==> src/hdl/sle_pkg.sv <==
// ----------------------------------------------------------------------------
// sle_pkg
// Request and status codes and the link types of the sorted list cell chain.
// ----------------------------------------------------------------------------
`timescale 1ns / 1ps

package sle_pkg;

  localparam logic [1:0] MODE_INS = 2'd0;
  localparam logic [1:0] MODE_POP = 2'd1;
  localparam logic [1:0] MODE_DEL = 2'd2;

  localparam logic [1:0] ST_OK    = 2'd0;
  localparam logic [1:0] ST_FULL  = 2'd1;
  localparam logic [1:0] ST_EMPTY = 2'd2;
  localparam logic [1:0] ST_MISS  = 2'd3;

  typedef struct packed {
    logic [1:0]         mode;
    logic signed [31:0] value;
  } op_t;

  // handed from a cell to the cell on its right
  typedef struct packed {
    logic signed [31:0] val;
    logic               vld;
    logic               take;
    logic               fnd;
  } left_t;

  // handed from a cell to the cell on its left, also a cell's next content
  typedef struct packed {
    logic signed [31:0] val;
    logic               vld;
  } slot_t;

endpackage

==> src/hdl/sle_cell.sv <==
// ----------------------------------------------------------------------------
// sle_cell
// One slot of the sorted list: compares against the request, shifts right on
// insert and left on removal.
// ----------------------------------------------------------------------------
`timescale 1ns / 1ps

module sle_cell (
  input  logic            clk,
  input  logic            rst,
  input  logic            en,
  input  sle_pkg::op_t    op,
  input  sle_pkg::left_t  from_left,
  output sle_pkg::left_t  to_right,
  input  sle_pkg::slot_t  from_right,
  output sle_pkg::slot_t  to_left,
  output sle_pkg::slot_t  nxt
);

  logic signed [31:0] val;
  logic               vld;
  logic               take;
  logic               hit;
  logic               shift_left;
  sle_pkg::slot_t     slot_next;

  assign take       = !vld || (op.value <= val);
  assign hit        = vld && (val == op.value);
  assign shift_left = (op.mode == sle_pkg::MODE_POP) || from_left.fnd || hit;

  assign to_right = '{val: val, vld: vld, take: take, fnd: shift_left};
  assign to_left  = '{val: val, vld: vld};

  always_comb begin
    slot_next = '{val: val, vld: vld};
    case (op.mode)
      sle_pkg::MODE_INS: begin
        if (from_left.take) begin
          slot_next = '{val: from_left.val, vld: from_left.vld};
        end else if (take) begin
          slot_next = '{val: op.value, vld: 1'b1};
        end
      end
      sle_pkg::MODE_POP, sle_pkg::MODE_DEL: begin
        if (shift_left) begin
          slot_next = from_right;
        end
      end
      default: begin
        slot_next = '{val: val, vld: vld};
      end
    endcase
  end

  assign nxt = slot_next;

  always_ff @(posedge clk) begin
    if (en) begin
      val <= slot_next.val;
    end
  end

  always_ff @(posedge clk) begin
    if (rst) begin
      vld <= 1'b0;
    end else if (en) begin
      vld <= slot_next.vld;
    end
  end

endmodule

==> src/hdl/sorted_list_engine_top.sv <==
// ----------------------------------------------------------------------------
// sorted_list_engine_top
// Sorted list of signed 32-bit words held in a chain of compare-and-shift
// cells, with insert, pop-smallest and remove-by-key requests.
// ----------------------------------------------------------------------------
// Each request word is taken and its result word is registered at
// the edge that takes it and offered from the following cycle, so the block
// sustains one word per cycle; in_ready drops only while a finished result
// waits for out_ready. The cell chain settles an insert or removal
// combinationally before that edge; a remove-by-key search ripples its match
// flag through all DEPTH cells, which sets the clock period for deep lists.
// Status: 0 done, 1 full (insert dropped), 2 empty, 3 key not found.
// ----------------------------------------------------------------------------
`timescale 1ns / 1ps

module sorted_list_engine_top #(
  parameter int DEPTH = 16
) (
  input  logic               clk,
  input  logic               rst,
  input  logic               in_valid,
  output logic               in_ready,
  input  logic [1:0]         mode,
  input  logic signed [31:0] value,
  output logic               out_valid,
  input  logic               out_ready,
  output logic signed [31:0] smallest,
  output logic [4:0]         count,
  output logic [1:0]         status
);

  localparam int CW = $clog2(DEPTH + 1);

  logic                accept;
  logic                en;
  logic                full;
  logic                empty;
  logic                found;
  logic [CW-1:0]       cnt;
  logic [CW-1:0]       cnt_next;
  logic [1:0]          status_next;
  sle_pkg::op_t        op;
  sle_pkg::slot_t      head;
  sle_pkg::left_t      lnk [DEPTH+1];
  sle_pkg::slot_t      rgt [DEPTH+1];
  sle_pkg::slot_t      nxt [DEPTH];

  assign in_ready = !out_valid || out_ready;
  assign accept   = in_valid && in_ready;
  assign op       = '{mode: mode, value: value};

  assign full  = (cnt == CW'(DEPTH));
  assign empty = (cnt == '0);
  assign found = lnk[DEPTH].fnd;

  // hold the list on an insert into a full list
  assign en = accept && !((mode == sle_pkg::MODE_INS) && full);

  assign lnk[0]     = '{val: '0, vld: 1'b1, take: 1'b0, fnd: 1'b0};
  assign rgt[DEPTH] = '{val: '0, vld: 1'b0};

  for (genvar i = 0; i < DEPTH; i++) begin : g_cell
    sle_cell u_cell (
      .clk        (clk),
      .rst        (rst),
      .en         (en),
      .op         (op),
      .from_left  (lnk[i]),
      .to_right   (lnk[i+1]),
      .from_right (rgt[i+1]),
      .to_left    (rgt[i]),
      .nxt        (nxt[i])
    );
  end

  assign head = en ? nxt[0] : rgt[0];

  always_comb begin
    cnt_next    = cnt;
    status_next = sle_pkg::ST_OK;
    case (mode)
      sle_pkg::MODE_INS: begin
        if (full) begin
          status_next = sle_pkg::ST_FULL;
        end else begin
          cnt_next = cnt + CW'(1);
        end
      end
      sle_pkg::MODE_POP: begin
        if (empty) begin
          status_next = sle_pkg::ST_EMPTY;
        end else begin
          cnt_next = cnt - CW'(1);
        end
      end
      sle_pkg::MODE_DEL: begin
        if (empty) begin
          status_next = sle_pkg::ST_EMPTY;
        end else if (!found) begin
          status_next = sle_pkg::ST_MISS;
        end else begin
          cnt_next = cnt - CW'(1);
        end
      end
      default: begin
        cnt_next = cnt;
      end
    endcase
  end

  always_ff @(posedge clk) begin
    if (rst) begin
      cnt       <= '0;
      out_valid <= 1'b0;
    end else begin
      if (accept) begin
        cnt       <= cnt_next;
        out_valid <= 1'b1;
      end else if (out_ready) begin
        out_valid <= 1'b0;
      end
    end
  end

  always_ff @(posedge clk) begin
    if (accept) begin
      smallest <= head.vld ? head.val : 32'sd0;
      count    <= 5'(cnt_next);
      status   <= status_next;
    end
  end

endmodule

==> config.mk <==
export PLATFORM = sky130hd
export DESIGN_NAME = sorted_list_engine_top
export DESIGN_NICKNAME = d
export VERILOG_FILES = /design/src/hdl/sle_pkg.sv /design/src/hdl/sle_cell.sv /design/src/hdl/sorted_list_engine_top.sv
export SDC_FILE = /design/constraint.sdc
export NUM_CORES = 2
export LEC_CHECK = 0
export BUFFER_PORTS_ARGS = -buffer_cell sky130_fd_sc_hd__buf_2
export CAP_MARGIN = 25
export CORE_UTILIZATION = 30
export CTS_CLUSTER_SIZE = 12
export DETAILED_ROUTE_END_ITERATION = 10
export MAX_ROUTING_LAYER = met4
export SETUP_SLACK_MARGIN = 0.4
export SLEW_MARGIN = 20
export SYNTH_ARGS = -nofsm -noshare
export SYNTH_HDL_FRONTEND = slang
export SYNTH_SLANG_ARGS = --single-unit
==> constraint.sdc <==
create_clock -name clk -period 5.6 [get_ports clk]
set_input_delay 0.56 -clock clk [delete_from_list [all_inputs] [get_ports clk]]
set_output_delay 0.56 -clock clk [all_outputs]
set_load 0.02 [all_outputs]
# After elaboration in Yosys (flattened, before gate mapping)
# Cells that the tools add are included.
# classes
mul	0
n_addsub	2
bitwise	0
n_eq_ne	49
div_mod_pow	0
n_reduce_logical	105
n_shift	0
n_lt_le_gt_ge	16
n_mux	76
# ops
cell	count
$mux 33	48
$pmux 33 s2	16
$eq 32x32->1	16
$le 32x32->1	16
$reduce_and 4->1	15
$logic_or 1x1->1	48
$ne 3x1->1 const B	15
$ne 2x1->1 const B	14
$mux 5	4
$logic_and 1x1->1	19
$logic_not 1->1	18
$pmux 5 s3	1
$mux 2	3
$pmux 2 s3	1
$add 5x1->5 const B	1
$eq 5x5->1 const B	1
$logic_not 5->1	1
$sub 5x1->5 const B	1
$reduce_bool 2->1	2
$mux 1	3
$eq 2x1->1 const B	1
$eq 2x2->1 const B	1
$logic_not 2->1	1
$ne 2x2->1 const B	1
$reduce_or 2->1	1
# totals
ram_bits	0
latchBits	0
regBits	573
memories	0
out_inout_bits	41
input_bits	38
wordCells	285
rom_bits	0

# Depth between registers and ports, before layout
# logic_depth
word_depth	36
ltp_mapped	13
depth_no_buf	11

# Cells and area by module
# Synthesis repeated with hierarchy kept, for this count alone.
# hier_totals
hier_cells	5259
area_unflattened_um2	53588.9
# by_module_without_submodules
module	seq_area_each_um2	cells_per_inst	area_per_inst_um2	instances
sle_cell (g_cell[0].u_cell ...)	980.9	314	3195.6	13
sle_cell (g_cell[7].u_cell ...)	980.9	313	3195.6	3
sorted_list_engine_top	1291.2	238	2459.9	1

# Least setup slack after synthesis
# No wires, ideal clock.
# synth_timing
kind	in2reg
from	input port value[0]
to	register g_cell[8].u_cell.vld
cell_stages	11
path_buffers	1
arrival_ns	5.239
setup_ns	0.289
slack_ns	0.072
path_cell_list	inv_1 ha_1 nor2b_1 o211ai_1 a21oi_1 o311a_1 a211oi_1 a211oi_1 clkbuf_1 a311oi_1 a221oi_1
# synth_between
elab_chain_cells	21
elab_cells_between_ends	44
# synth_lines
element	line	source
start: declaration	sorted_list_engine_top.sv:24	input logic signed [31:0] value,
$eq 32x32->1	sle_cell.sv:28	assign hit = vld && (val == op.value);
$logic_and 1x1->1	sle_cell.sv:28	
$logic_or 1x1->1 (17 in series)	sle_cell.sv:29	assign shift_left = (op.mode == sle_pkg::MODE_POP) || from_left.fnd || hit;
$ne 2x1->1 (no line)	-	
$reduce_and 4->1 (no line)	-	
end signal: assignment	sle_cell.sv:67	vld <= slot_next.vld;
end: declaration	sle_cell.sv:21	logic vld;
# Several ways; a longest one is shown, not always the timed one.
# A chain may end at the register's enable or synchronous reset.

==> metrics <==
Setup CP Type reg -> reg; worst-path fanout max 21; Switching Share 0.317; post-CTS sizing 0; worst vdd ir between 0.15 and 0.2 mV; area grow syn2layout 12.2%; Bufs on Longest Clock Path 3; CTS tree done; Flop pwr share 0.428; count leader, synth nand2_1; post-route cell area between 0.04 and 0.05 mm2; share of layout cells above drive strength 1 0.0738; r2r setup slk 1.05 ns; GRT overflow 0; boundary pin count between 70 and 80; met2 usage in global routing 0.277; met3 Use GR 0.0201; gr busiest metal met2; Worst Path Arrival slightly below 5 ns; Hold Path Class in -> reg; Initial Util 0.302; vias in the first global route about 34000; initial antenna violation count 3; clock-pin slew on the worst setup and hold paths around 0.060 ns; cts hold-fix bufs 0; vias per cell 5.26; HPWL after detailed placement 94800 um; Area after DPL 0.0459 mm2; port bufs 78; CP endpoint kind flip-flop; Core Region 0.142 mm2; grt met1 use 0.234; Routed WL about 130000 um; skew final between 0.03 and 0.04 ns; overall routing resource usage 0.175; wire length of the first global-routing pass a little under 200000 um; most instantiated cells after synthesis nand2_1, edfxtp_1, inv_1; power per cell area around 270 mW/mm2; maxcap violations 0; H-tree depth 3; critical path launch point type flip-flop; nets 5271; Die Wd ~380 um; post-CTS setup buffers 0; Slew Limit Fails 0; yosys warns 0; outcome finished clean; synthesized cell area roughly 0.043 mm2; Post-synth EDFFs approximately 550; setup violators final 0; Max transition margin 0.298; DR vias about 35000; Num CTS Buffers 68; clock insertion delay at the later pin of the skew report approximately 0.65 ns; Internal between 8 and 9 mW; Synth Net Count 5259; Top FF cell, synth edfxtp_1; GPL Wtd Cong between 0.9 and 1; # DRC 0; die height roughly 380 um; count of state elements after synthesis 573; RSZ-0062 raised after global routing no; row cnt 138; part of the power in combinational logic 0.232; clock sinks between 500 and 600; Peak Freq between 200 and 250 MHz; period utilisation layout 0.813; Tmin final ~4.6 ns; critical path required time a little under 6 ns; post-route ant nets 0; Hold Violations, Final 0; Pleak 20.5 nW; DR pass1 iterations 5; async set-reset flop share out of synthesis 0; Synth Instances about 4700; mean area per synthesized cell 9.10 um2; die area around 0.14 mm2; largest net degree at the start of global routing between 200 and 250; switching power slightly above 4 mW; Tightest Pin Transition roughly 1.0 ns; hold slack a little over 0.2 ns; Final Total Pwr approximately 13 mW; CTS root buf clkbuf_16; Iter 0 DRT Violations ~3000; Routed WL per cell approximately 19 um; Setup TNS 0 ns; synth unique cells approximately 80; synth top area cells edfxtp_1, ha_1, mux2i_1; clock power share 0.340; Yosys top cell by area edfxtp_1; area share of the largest cell type after synthesis 0.387; sequential area share after synthesis 0.397
kinds of logic (layout without fill, tap and decap cells):
group | count (synthesis) | count (layout) | synth area share
mux | 371 | 371 | 0.0869
buf+inv | 829 | 893 | 0.0741
compound gates | 1300 | 1300 | 0.175
flops | 573 | 573 | 0.397
simple gates | 1111 | 1111 | 0.115
other cells | 0 | 4 | 0
xor+xnor | 1 | 1 | 0.000205
fa+ha+maj | 518 | 518 | 0.151
metal layers:
metal	vias up	share of wire
met5	-	0
met4	0	0.023
met3	134	0.060
met2	946	0.47
met1	17011	0.45
li1	16963	-
critical path, stage by stage (launching register included):
cell	delay, ns
edfxtp_1	0.42
inv_1	0.06
ha_1	0.34
and4_1	0.25
and3_1	0.38
nand3_1	0.17
o32ai_1	0.74
a2111oi_0	0.23
buf_4	0.21
nor4bb_4	0.64
buf_4	0.46
mux2i_1	0.23
o21ai_0	0.10
sequential cells by signal, summed over array words and instances, names as in the netlist:
signal             count
cnt                    5
count                  5
g_cell.u_cell.val    512
g_cell.u_cell.vld     16
out_valid              1
smallest              32
status                 2
cell type report:
type,count,area (um2)
Antenna cell,4,10.0
Clock buffer,94,1880
Clock inverter,28,223
Fill cell,14695,93600
Inverter,552,2070
Multi-Input combinational cell,3301,22900
Sequential cell,573,17000
Tap cell,1890,2360
Timing Repair Buffer,219,1550
power by group through the flow:
stage / Sequential (mW) / Clock (mW) / Combinational, mW
6_report: 5.51 / 4.38 / 2.98
5_1_grt: 5.55 / 4.63 / 3.36
4_1_cts: 5.52 / 4.48 / 2.96
3_5_place_dp: 5.60 / 0 / 2.95
3_3_place_gp: 5.60 / 0 / 2.85
2_1_floorplan: 5.51 / 0 / 2.04
placed cells by master (no fill, tap or decap), types with 21 or more instances in the layout:
cell         n
a211oi_1    28
a21o_1      44
a21oi_1    450
a22oi_1     40
buf_2       79
buf_4      130
clkbuf_16   69
dfxtp_1     22
edfxtp_1   551
ha_1       517
inv_1      549
mux2i_1    366
nand2_1    568
nand3_1     56
nand4_1    108
nor2_1     227
nor3_1      37
nor4_1      21
o21a_1      79
o21ai_0    494
per-stage QoR:
step                instances  setup slack (ns)  utilization
detailed placement       6533             0.473        0.324
global route             6660             0.870        0.339
global placement         6532             0.264        0.324
floorplan                4703             0.799            -
finish                   6661              1.05        0.339
CTS                      6655              1.13        0.339
final timing paths:
check                        endpoint  cells after the start                      from
max reg2reg  g_cell[1].u_cell.val[15]                     12  g_cell[0].u_cell.val[31]
max          g_cell[1].u_cell.val[15]                     12  g_cell[0].u_cell.val[31]
min                         out_valid                      3                  in_valid
min reg2reg     g_cell[14].u_cell.vld                      2     g_cell[14].u_cell.vld
(Power assumes the default switching activity.)
